**src/design/prefix_rolling_hash_table_top_assert.svh**
```systemverilog
// Assertion macros for the prefix rolling hash table.
// Included by the top level; needs nothing else.
`ifndef PREFIX_ROLLING_HASH_TABLE_TOP_ASSERT_SVH
`define PREFIX_ROLLING_HASH_TABLE_TOP_ASSERT_SVH

// Same-cycle implication under a synchronous reset.
`define PRHT_ASSERT_IMP(lbl, clk, rst, ante, cons) \
   lbl: assert property (@(posedge clk) disable iff (rst) (ante) |-> (cons)) \
      else $error("prht: same-cycle check failed");

// Next-cycle implication under a synchronous reset.
`define PRHT_ASSERT_NXT(lbl, clk, rst, ante, cons) \
   lbl: assert property (@(posedge clk) disable iff (rst) (ante) |=> (cons)) \
      else $error("prht: next-cycle check failed");

`endif

```
**src/design/prht_pkg.sv**
```systemverilog
// Shared types and codes for the prefix rolling hash table.
// No dependencies.
package prht_pkg;

   localparam logic [1:0] KIND_APPEND   = 2'd0;
   localparam logic [1:0] KIND_QUERY    = 2'd1;
   localparam logic [1:0] KIND_CLEAR    = 2'd2;
   localparam logic [1:0] KIND_RESERVED = 2'd3;

   localparam logic [1:0] STATUS_OK        = 2'd0;
   localparam logic [1:0] STATUS_BAD_RANGE = 2'd1;
   localparam logic [1:0] STATUS_FULL      = 2'd2;

   localparam logic [1:0] CSR_HASH_BASE    = 2'd0;
   localparam logic [1:0] CSR_HASH_MODULUS = 2'd1;
   localparam logic [1:0] CSR_MODULAR_MODE = 2'd2;

   localparam logic [63:0] RESET_HASH_BASE    = 64'd1000000007;
   localparam logic [30:0] RESET_HASH_MODULUS = 31'd1000000007;

   typedef enum logic [4:0] {
      ST_IDLE,
      ST_APP_RD,
      ST_APP_LD,
      ST_MOD_BASE,
      ST_MOD_H,
      ST_MOD_P,
      ST_MUL_PB,
      ST_MUL_HB,
      ST_ADD_C,
      ST_QRY_RD1,
      ST_QRY_LD1,
      ST_QRY_RD2,
      ST_QRY_LD2,
      ST_MOD_HJ,
      ST_MOD_HI,
      ST_MOD_QP,
      ST_MUL_QT,
      ST_QRY_FIN,
      ST_DONE
   } state_type;

   typedef struct packed {
      logic start;
      logic modular;
   } mm_ctrl_type;

   typedef struct packed {
      logic busy;
      logic done;
   } mm_stat_type;

endpackage

```
**src/design/prht_mulmod.sv**
```systemverilog
// Bit-serial multiplier: a*b mod m (modular) or mod 2^64 (wrap).
// Depends on prht_pkg. In modular mode a must be below m.
module prht_mulmod import prht_pkg::*; (
   input  logic        clock,
   input  logic        reset,
   input  mm_ctrl_type ctrl,
   input  logic [63:0] op_a,
   input  logic [63:0] op_b,
   input  logic [30:0] modulus,
   output mm_stat_type stat,
   output logic [63:0] result
);

   logic [63:0] r_ff, a_ff, b_ff;
   logic [30:0] m_ff;
   logic [5:0]  cnt_ff;
   logic        busy_ff, done_ff, mod_ff;
   logic [63:0] sum, r_in;
   logic [32:0] m33, red1, red2;

   always_comb begin
      sum  = {r_ff[62:0], 1'b0} + (b_ff[63] ? a_ff : 64'd0);
      m33  = {2'b00, m_ff};
      red1 = (sum[32:0] >= m33) ? sum[32:0] - m33 : sum[32:0];
      red2 = (red1 >= m33) ? red1 - m33 : red1;
      r_in = mod_ff ? {31'd0, red2} : sum;
   end

   always_ff @(posedge clock) begin
      if (reset) begin
         busy_ff <= 1'b0;
         done_ff <= 1'b0;
         cnt_ff  <= '0;
      end else begin
         done_ff <= 1'b0;
         if (ctrl.start) begin
            busy_ff <= 1'b1;
            cnt_ff  <= '0;
         end else if (busy_ff) begin
            cnt_ff <= cnt_ff + 6'd1;
            if (cnt_ff == 6'd63) begin
               busy_ff <= 1'b0;
               done_ff <= 1'b1;
            end
         end
      end
   end

   // Payload: load operands on start, shift the multiplier out MSB first.
   always_ff @(posedge clock) begin
      if (ctrl.start) begin
         r_ff   <= '0;
         a_ff   <= op_a;
         b_ff   <= op_b;
         m_ff   <= modulus;
         mod_ff <= ctrl.modular;
      end else if (busy_ff) begin
         r_ff <= r_in;
         b_ff <= {b_ff[62:0], 1'b0};
      end
   end

   assign stat.busy = busy_ff;
   assign stat.done = done_ff;
   assign result    = r_ff;

endmodule

```
**config.mk**
```make
export PLATFORM = sky130hd
export DESIGN_NAME = prht_mulmod
export DESIGN_NICKNAME = d
export VERILOG_FILES = /design/src/design/prefix_rolling_hash_table_top_assert.svh /design/src/design/prht_pkg.sv /design/src/design/prht_mulmod.sv
export SDC_FILE = /design/constraint.sdc
export NUM_CORES = 1
export LEC_CHECK = 0
export BUFFER_PORTS_ARGS = -buffer_cell sky130_fd_sc_hd__buf_2
export CORE_MARGIN = 2
export CORE_UTILIZATION = 59
export DETAILED_ROUTE_END_ITERATION = 16
export PLACE_DENSITY = 0.82
export SYNTH_ARGS = -nofsm -noshare
export SYNTH_HDL_FRONTEND = slang
export SYNTH_SLANG_ARGS = --single-unit
export TNS_END_PERCENT = 50
```
**constraint.sdc**
```tcl
create_clock -name clock -period 9.5 [get_ports clock]
set_clock_uncertainty 0.15 [all_clocks]
set_input_delay 2.375 -clock clock [delete_from_list [all_inputs] [get_ports clock]]
set_output_delay 2.375 -clock clock [all_outputs]
set_load 0.02 [all_outputs]
```
## Word level (Yosys, flattened, before mapping)

Cells that the tools add are included.

| word-level totals | value |
|---|---|
| latch bits | 0 |
| RAM bits | 0 |
| bits in registers | 232 |
| memories | 0 |
| input bits | 163 |
| word-level logic and storage cells | 29 |
| output and inout bits | 66 |
| bits in read-only memories | 0 |

| operators by class | value |
|---|---|
| multipliers | 0 |
| magnitude comparators | 2 |
| reductions and logical operators | 3 |
| muxes and demuxes | 10 |
| bitwise logic cells | 1 |
| divide/modulo/power cells | 0 |
| $add $sub $neg | 4 |
| shifts and indexed selects | 0 |
| equality and inequality tests | 1 |

Operators by type and width:

| kind | number |
|---|---|
| 64-bit two-way mux | 4 |
| 33-bit by 31-bit greater-or-equal comparator with 1-bit output | 2 |
| 33-bit two-way mux | 2 |
| 33-bit by 31-bit subtractor with 33-bit output | 2 |
| 64-bit adder | 1 |
| 6-bit by 1-bit adder with 6-bit output, second input constant | 1 |
| 6-bit equality test, second input constant | 1 |
| 1-bit two-way mux | 4 |
| 3-bit OR reduction | 1 |
| 2-bit nonzero test | 1 |
| 2-bit OR reduction | 1 |
| 1-bit inverter | 1 |

## Depth between registers and ports, before layout

Gate-level depths: netlist (run 1).

| depth | value |
|---|---|
| depth after elaboration | 7 |
| depth in mapped cells | 42 |
| gate-level depth less buffers | 38 |

## Worst setup path after synthesis (run 1)

OpenSTA, ideal clock, no wires.

| path | value |
|---|---|
| path type | register -> register |
| from | reg b_ff[63] |
| to | reg r_ff[32] (netlist: result[32]) |
| cell stages (with the launch flop) | 40 |
| slack | 1.418 ns |
| setup time | 0.082 ns |
| data arrival time | 7.849 ns |
| buffers on the path | 6 |
| data required time | 9.268 ns |
| clock period less this slack | 8.082 ns |
| cells stage by stage | edfxtp_1 > clkbuf_1 > clkbuf_1 > and2_1 > ha_1 > a21oi_1 > nand2_1 > or2_2 > o21ai_0 > o21bai_1 > a21o_1 > a211oi_1 > xnor2_1 > ha_1 > clkbuf_1 > nand4_1 > nor2_1 > o211ai_1 > [... 4 more ...] > or3_1 > buf_2 > buf_2 > buf_1 > a21oi_1 > ha_1 > a211o_1 > a211oi_1 > o21a_1 > a21oi_1 > a41oi_1 > a21oi_1 > a21oi_1 > o21ba_2 > o21ai_0 > a211oi_1 > mux2_2 > o221ai_1 |

| between the ends | value |
|---|---|
| word-level cells in the longest chain between the ends | 7 |
| elaborated cells on any way between the ends | 9 |
| classes of those cells | add/sub: 3; order compare: 2; mux: 4 |

Ends and longest elaborated chain:

| element | line | RTL |
|---|---|---|
| from (decl) | prht_mulmod.sv:14 | `logic [63:0] r_ff, a_ff, b_ff;` |
| from (signal assigned) | prht_mulmod.sv:54 | `b_ff <= op_b;` |
| from (signal assigned) | prht_mulmod.sv:59 | `b_ff <= {b_ff[62:0], 1'b0};` |
| 64-bit two-way mux (*) | prht_mulmod.sv:22 | `sum = {r_ff[62:0], 1'b0} + (b_ff[63] ? a_ff : 64'd0);` |
| 64-bit adder (*) | prht_mulmod.sv:22 |  |
| 33-bit by 31-bit subtractor with 33-bit output / 33-bit by 31-bit greater-or-equal comparator with 1-bit output (equally long branches) | prht_mulmod.sv:24 | `red1 = (sum[32:0] >= m33) ? sum[32:0] - m33 : sum[32:0];` |
| 33-bit two-way mux | prht_mulmod.sv:24 |  |
| 33-bit by 31-bit subtractor with 33-bit output / 33-bit by 31-bit greater-or-equal comparator with 1-bit output (equally long branches) | prht_mulmod.sv:25 | `red2 = (red1 >= m33) ? red1 - m33 : red1;` |
| 33-bit two-way mux | prht_mulmod.sv:25 |  |
| 64-bit two-way mux (*) | prht_mulmod.sv:26 | `r_in = mod_ff ? {31'd0, red2} : sum;` |
| to (signal assigned) | prht_mulmod.sv:58 | `r_ff <= r_in;` |
| to (decl) | prht_mulmod.sv:14 |  |

Mark *: on every way between the ends. The rest lies on a longest branch, timed or not.
A chain may end at the register's enable or synchronous reset.

## Worst setup path after layout (run 1)

Ends and elaborated chain as after synthesis.

==> results.md, run 1 <==
* Commonest cells in the netlist: edfxtp_1, a21oi_1, ha_1, nor2_1, nand2_1
* Final worst-path cycle share at 94.39%
* Number of flops mapped to enable cells by yosys at 160
* Post-synth ARST share at 0%
* # port buffers at 228
* Initial antenna violation count at 7
* IO Pins at 229
* Total Nets Final at 2114
* DRT antenna net count at 0
* Via count at 13360
* Crit-path max FO at 19
* Clk sinks at approximately 230
* FP Rows at 59
* Place WS at roughly 0.37 ns
* Top cell type's share of synthesized area at a little under a third
* Outcome: complete, no violations
* Num CTS Buffers at 26
* Multi-input logic area at between 9000 and 10000 sq um
* Critical path capture point type: flop
* CP peak stage delay at 0.47 ns
* Clock transition at the registers of the reported paths at 0.06 ns
* Avg WL per Cell at 19.14 um
* Syn Area/Cell at 9.824 sq um
* Gpl congestion at 0.9675
* Final hold violations at 0
* Warnings, synthesis at 0
* Syn Nets at 1899
* Leak at 0.008072 uW
* Clk_lat worst skew at 0.54 ns
* Reg2reg start: b_ff[63]
* PwrDens at 382.3 nW/um^2
* H-tree Lvls at 1
* Share of cells above drive strength 1 at 21.54%
* Slew HR at 28.26%
* Starting density of the core at 60.28%
* Core area at around 26000 sq um
* Syn Std Cell Area at 15800 sq um
* Reg2reg setup slack at about 0.53 ns
* Top layer in use: met5
* Register area at 6246 sq um
* DRT iter0 DRCs at 1062
* Vias/cell at 6.126
* Slowest CP cell: or3_4
* Final global-route overflow total at 0
* Final TNS setup at 0 ns
* DR DRC count at 0
* Hold Path Stages at 2
* Most frequent cell after synthesis: edfxtp_1
* Critical path type: reg -> reg
* Distinct cells, synth at slightly below 80
* TritonCTS clock tree: yes
* Logic pwr share at approximately 67%
* Data arrival time of the worst path at 9.25 ns
* Clock Tree Root: clkbuf_16
* Routed wl met2 at 19120 um
* Total Routing Usage GR at 29.14%
* Part of the power in registers at between 10% and 20%
* Met3 Wirelength at 3042 um
* Pin count of the biggest net entering global routing at 70
* Die Wd at 167.6 um
* Fillers at about 2000
* Hold Crit Start: result[63]
* Top FF cell, synth: edfxtp_1
* Die area at 28100 sq um
* HPWL after DPL at 31100 um
* Chip height at 167.6 um
* Worst endpoint required time at slightly below 10 ns
* Total Routed Length at 41750 um
* NetSw at ~3200 uW
* Yosys top cell by area: edfxtp_1
* Final setup violation count at 0
* Fmax at about 110 MHz
* CTS max path bufs at 3
* CP most frequent cell: a21oi_1
* Sw Ratio at 45.44%
* Worst-margin pin slew at 1.075 ns
* R2R depth at 37
* Hold WS at 0.2971 ns
* RR Endpoint: result[32]
* Overall power at 6959 uW
* Startpoint type of the worst setup path: flop
* Pins over their slew limit at 0
* Clock share of power at 14.8%
* MaxCap Viol Count at 0
* Synth area leaders: edfxtp_1, ha_1, dfxtp_1
* TritonRoute pass-1 iters at 5
* First-pass GRT wire length at 66610 um
* M1 WL at between 15000 and 20000 um
* Flops & latches, synth at 232
* Hold Path End: result[63]
* Final Util at 69.45%
* RSZ-0062 raised after global routing: yes
* Vias in the first global route at 13172
* PnR worst setup slack at 0.5328 ns
* Sequential share of the synthesized area at between 30% and 40%
* Pint at 3796 uW
* Fin crit period at 8.967 ns
* IR drop worst, VDD at 0.2521 mV
* Cells after Synth at approximately 1600
* Hold crit path type: reg -> reg
* Area growth from synthesis to layout at 15.21%
[flip-flops by register name, indices dropped and copies added, names as in the netlist]
signal,count
m_ff,31
busy_ff,1
mod_ff,1
result,64
done_ff,1
cnt_ff,6
b_ff,64
a_ff,64
[final cells by class]
class                      count  area share, %
clock buffer                  39          4.228
inverter                      65          1.341
antenna                        3        0.04125
tap                          335          2.303
timing repair buffer         247          7.225
multi-input combinational   1251          49.94
sequential                   232          34.32
clock inverter                 9         0.6050
[repair_timing]
item                       CTS  global route
setup endpoints to repair    0            33
resized for setup            0             4
hold buffers                 0             0
setup buffers                0             0
[power groups by stage]
stage	clock network, uW	logic, uW	registers (uW)
after floorplan	0	3390	1360
after global placement	0	4410	1320
after detailed placement	0	4490	1320
after CTS	1040	4530	1300
after global routing	1080	5080	1310
final	1030	4630	1300
[worst max path at each step]
| stage | startpoint | endpoint | slack [ns] |
|---|---|---|---|
| floorplan | b_ff[63] | result[32] | 1.42 |
| global placement | b_ff[63] | result[32] | 0.82 |
| detailed placement | b_ff[63] | result[32] | 0.37 |
| CTS | b_ff[63] | result[32] | 0.32 |
| global route | b_ff[63] | result[13] | -0.03 |
| finish | b_ff[63] | result[32] | 0.53 |
[layer usage]
metal | up-vias | track usage, %
met3 | 114 | 6.098
met1 | 6270 | 37.63
met4 | 8 | 11.34
met5 | - | 0
li1 | 6437 | -
met2 | 531 | 48.22
[per-stage QoR]
| stage | std cells | instance area [sq um] |
|---|---|---|
| final | 2181 | 18200 |
| after global routing | 2181 | 18200 |
| after CTS | 2178 | 18170 |
| after detailed placement | 2130 | 17290 |
| after global placement | 2130 | 17290 |
| after floorplan | 1608 | 15800 |
[layout by cell type, fill, tap and decap left out, types with 5 or more instances in the layout]
cell type,instances
nand2_1,94
mux2_2,75
o21a_1,23
nand4_1,21
nor2b_1,17
buf_2,227
nand2b_1,22
or3_1,7
or2_2,9
a22o_1,7
buf_4,17
a21oi_1,149
o21ai_0,89
nor3_1,22
clkbuf_16,26
and3_1,8
and2_1,67
o21ai_1,15
nand3b_1,5
xor2_1,46
inv_1,64
a21o_1,65
o22ai_1,11
a221o_1,5
a211o_1,6
mux2i_1,14
xnor2_1,67
o211ai_1,7
a211oi_1,28
a31oi_1,13
clkbuf_8,7
edfxtp_1,160
ha_1,125
clkbuf_1,6
nor2_1,97
a22oi_1,20
o21bai_1,22
dfxtp_1,72
nand3_1,21
[logic make-up after synthesis]
family	after synthesis	synth area share, %
fa+ha+maj	128	10.28
simple gates	401	12.61
xor+xnor	113	6.265
compound gates	516	21.57
flops	232	39.54
mux	93	6.582
buf+inv	125	3.160
[worst max-delay path: cells and delay by family (launching register included)]
kind | cells | cell delay, ns
simple gates | 5 | 1.21
buf+inv | 2 | 0.48
mux | 1 | 0.37
flops | 1 | 0.46
xor+xnor | 1 | 0.21
fa+ha+maj | 3 | 1.18
compound gates | 25 | 4.82
(Power assumes the default switching activity.)
==> run 2, diff against run 1 <==
--- a/config.mk
+++ b/config.mk
@@ -6,6 +6,7 @@
 export NUM_CORES = 1
 export LEC_CHECK = 0
 export BUFFER_PORTS_ARGS = -buffer_cell sky130_fd_sc_hd__buf_2
+export CORE_ASPECT_RATIO = 1.25
 export CORE_MARGIN = 2
 export CORE_UTILIZATION = 59
 export DETAILED_ROUTE_END_ITERATION = 16
==> results.md, run 2 (synthesis gave the netlist of run 1 again) <==
* Via count at 13182 (-1.3%)
* Fillers at 2068 (+2.4%)
* CTS max path bufs at 3 (unchanged)
* Starting density of the core at 60.35% (+0.066 points)
* Leak at 0.008022 uW (-0.62%)
* H-tree Lvls at 1 (unchanged)
* Fmax at 112.3 MHz (+0.67%)
* Vias/cell at 6.038 (-1.4%)
* Final Util at 69.20% (-0.25 points)
* RSZ-0062 raised after global routing: no
* First-pass GRT wire length at 65180 um (-2.1%)
* Avg WL per Cell at 19.01 um (-0.70%)
* M1 GR Usage at 34.77% (-2.9 points)
* FP Rows at 66 (+12%)
* Final setup violation count at 0 (unchanged)
* Final TNS setup at 0 ns (unchanged)
* Vias in the first global route at 13161 (-0.084%)
* Total Nets Final at 2111 (-0.14%)
* Final hold violations at 0 (unchanged)
* Num CTS Buffers at 25 (-3.8%)
* Gpl congestion at 0.9391 (-2.9%)
* Pin count of the biggest net entering global routing at 69 (-1.4%)
* Final global-route overflow total at 0 (unchanged)
* Worst-margin pin slew at 0.9252 ns (-0.1494 ns)
* IR drop worst, VDD at 0.3367 mV (+34%)
* Grt met3 use at 4.317% (-1.8 points)
* CP peak stage delay at 0.43 ns (-0.04 ns)
* Hold crit path type: reg -> reg
* Commonest non-fill, non-tap cell in the layout: buf_2
* Initial antenna violation count at 4 (-3)
* MaxCap Viol Count at 0 (unchanged)
* Clk sinks at 232 (unchanged)
* Critical path type: reg -> reg
* Final worst-path cycle share at 93.77% (-0.63 points)
* DRT iter0 DRCs at 986 (-7.2%)
* Cell area after layout at 18110 sq um (-0.47%)
* Share of cells above drive strength 1 at 21.21% (-0.33 points)
* Total Routing Usage GR at 28.67% (-0.47 points)
* PwrDens at 381.4 nW/um^2 (-0.26%)
* Pins over their slew limit at 0 (unchanged)
* IO Pins at 229 (unchanged)
* Slowest CP cell: edfxtp_1
* TritonRoute pass-1 iters at 8 (+3)
* Clock Tree Root: clkbuf_16
* Critical path capture point type: flop
* TritonCTS clock tree: yes
* DRT antenna net count at 0 (unchanged)
* Total Routed Length at 41500 um (-0.61%)
* GR peak layer: met2
* Clk_lat worst skew at 0.56 ns (+0.02 ns)
* Routing usage on met2 at 50.54% (+2.3 points)
* Fin crit period at 8.908 ns (-0.05943 ns)
* Core area at 26180 sq um (-0.11%)
* Worst endpoint required time at 9.81 ns (+0.02 ns)
* Data arrival time of the worst path at 9.21 ns (-0.04 ns)
* Outcome: complete, no violations
* Chip height at 186.9 um (+12%)
* Die Wd at 150.4 um (-10%)
* CP most frequent cell: a21oi_1
* Slew HR at 38.17% (+9.9 points)
* Clock transition at the registers of the reported paths at 0.07 ns (about the same)
* Most frequent cells in the layout: buf_2, edfxtp_1, a21oi_1, ha_1, nor2_1
* DR DRC count at 0 (unchanged)
* # port buffers at 228 (unchanged)
* Startpoint type of the worst setup path: flop
* Placed instance area at 17270 sq um (-0.12%)
* Area growth from synthesis to layout at 14.67%
* Crit-path max FO at 21 (+2)
* Die area at 28110 sq um (about the same)
* HPWL after DPL at 31100 um (about the same)
* Reg2reg setup slack at 0.59 ns (+0.06 ns)
## run 2: cell count changes in the layout (fill, tap and decap cells not counted), moves of 2 or more
cell / change
o21ai_0: -2
clkinv_2: +2
clkbuf_8: -7
clkinv_1: +7
o21ai_1: +2
clkbuf_1: -4
## run 2: worst paths after layout
path | end | startpoint | cells after the start
max | result[32] | b_ff[63] | 36
min | result[63] | result[63] | 2
max reg2reg | result[32] | b_ff[63] | 36
min reg2reg | result[63] | result[63] | 2
## run 2: cell type report
class | instances | area, sq um | area share (%)
repair buffers | 245 | 1287 | 7.107
well taps | 340 | 425.4 | 2.348
diodes | 4 | 10.01 | 0.05526
multi-input cells | 1251 | 9090 | 50.18
clock inverters | 19 | 178.9 | 0.9877
flip-flops and latches | 232 | 6246 | 34.48
inverters | 65 | 244.0 | 1.347
clock buffers | 27 | 633.1 | 3.495
## run 2: per-layer routing
layer  vias to the layer above  wire length, um  part of all wire, %
li1                       6397                -                    -
met1                      6222            16630                   40
met2                       461            20520                   49
met3                       102             2696                  6.5
met4                         0             1649                  4.0
met5                         -                0                    0
## run 2: power by group
| part | switching [uW] | total (uW) | internal (uW) |
|---|---|---|---|
| logic | 2710 | 4630 | 1930 |
| registers | 78.3 | 1290 | 1210 |
| clock network | 418 | 982 | 564 |
| total | 3200 | 6910 | 3710 |
## run 2: critical path: cells and delay by family, from the launching register on
kind            cells  cell delay, ns
compound gates     19            4.13
xor+xnor            1            0.12
fa+ha+maj           3            1.09
buf+inv             2            0.50
flops               1            0.43
mux                 2            0.66
simple gates        9            1.71
## run 2: what timing repair did
item                                    CTS  global route
endpoints found under the hold margin     0             0
hold buffers                              0             0
setup buffers                             0             0
endpoints found under the setup margin    0            30
gates resized for setup                   0             6
## run 2: through the flow
step	setup slack [ns]	total power [uW]	instances	hold slack (ns)
2_1_floorplan	1.418	4741	1608	0.2779
3_3_place_gp	0.8336	5765	2133	0.2874
3_5_place_dp	0.4800	5818	2133	0.2891
4_1_cts	0.3993	6830	2179	0.2979
5_1_grt	0.04784	7394	2183	0.3177
6_report	0.5922	6908	2183	0.2955
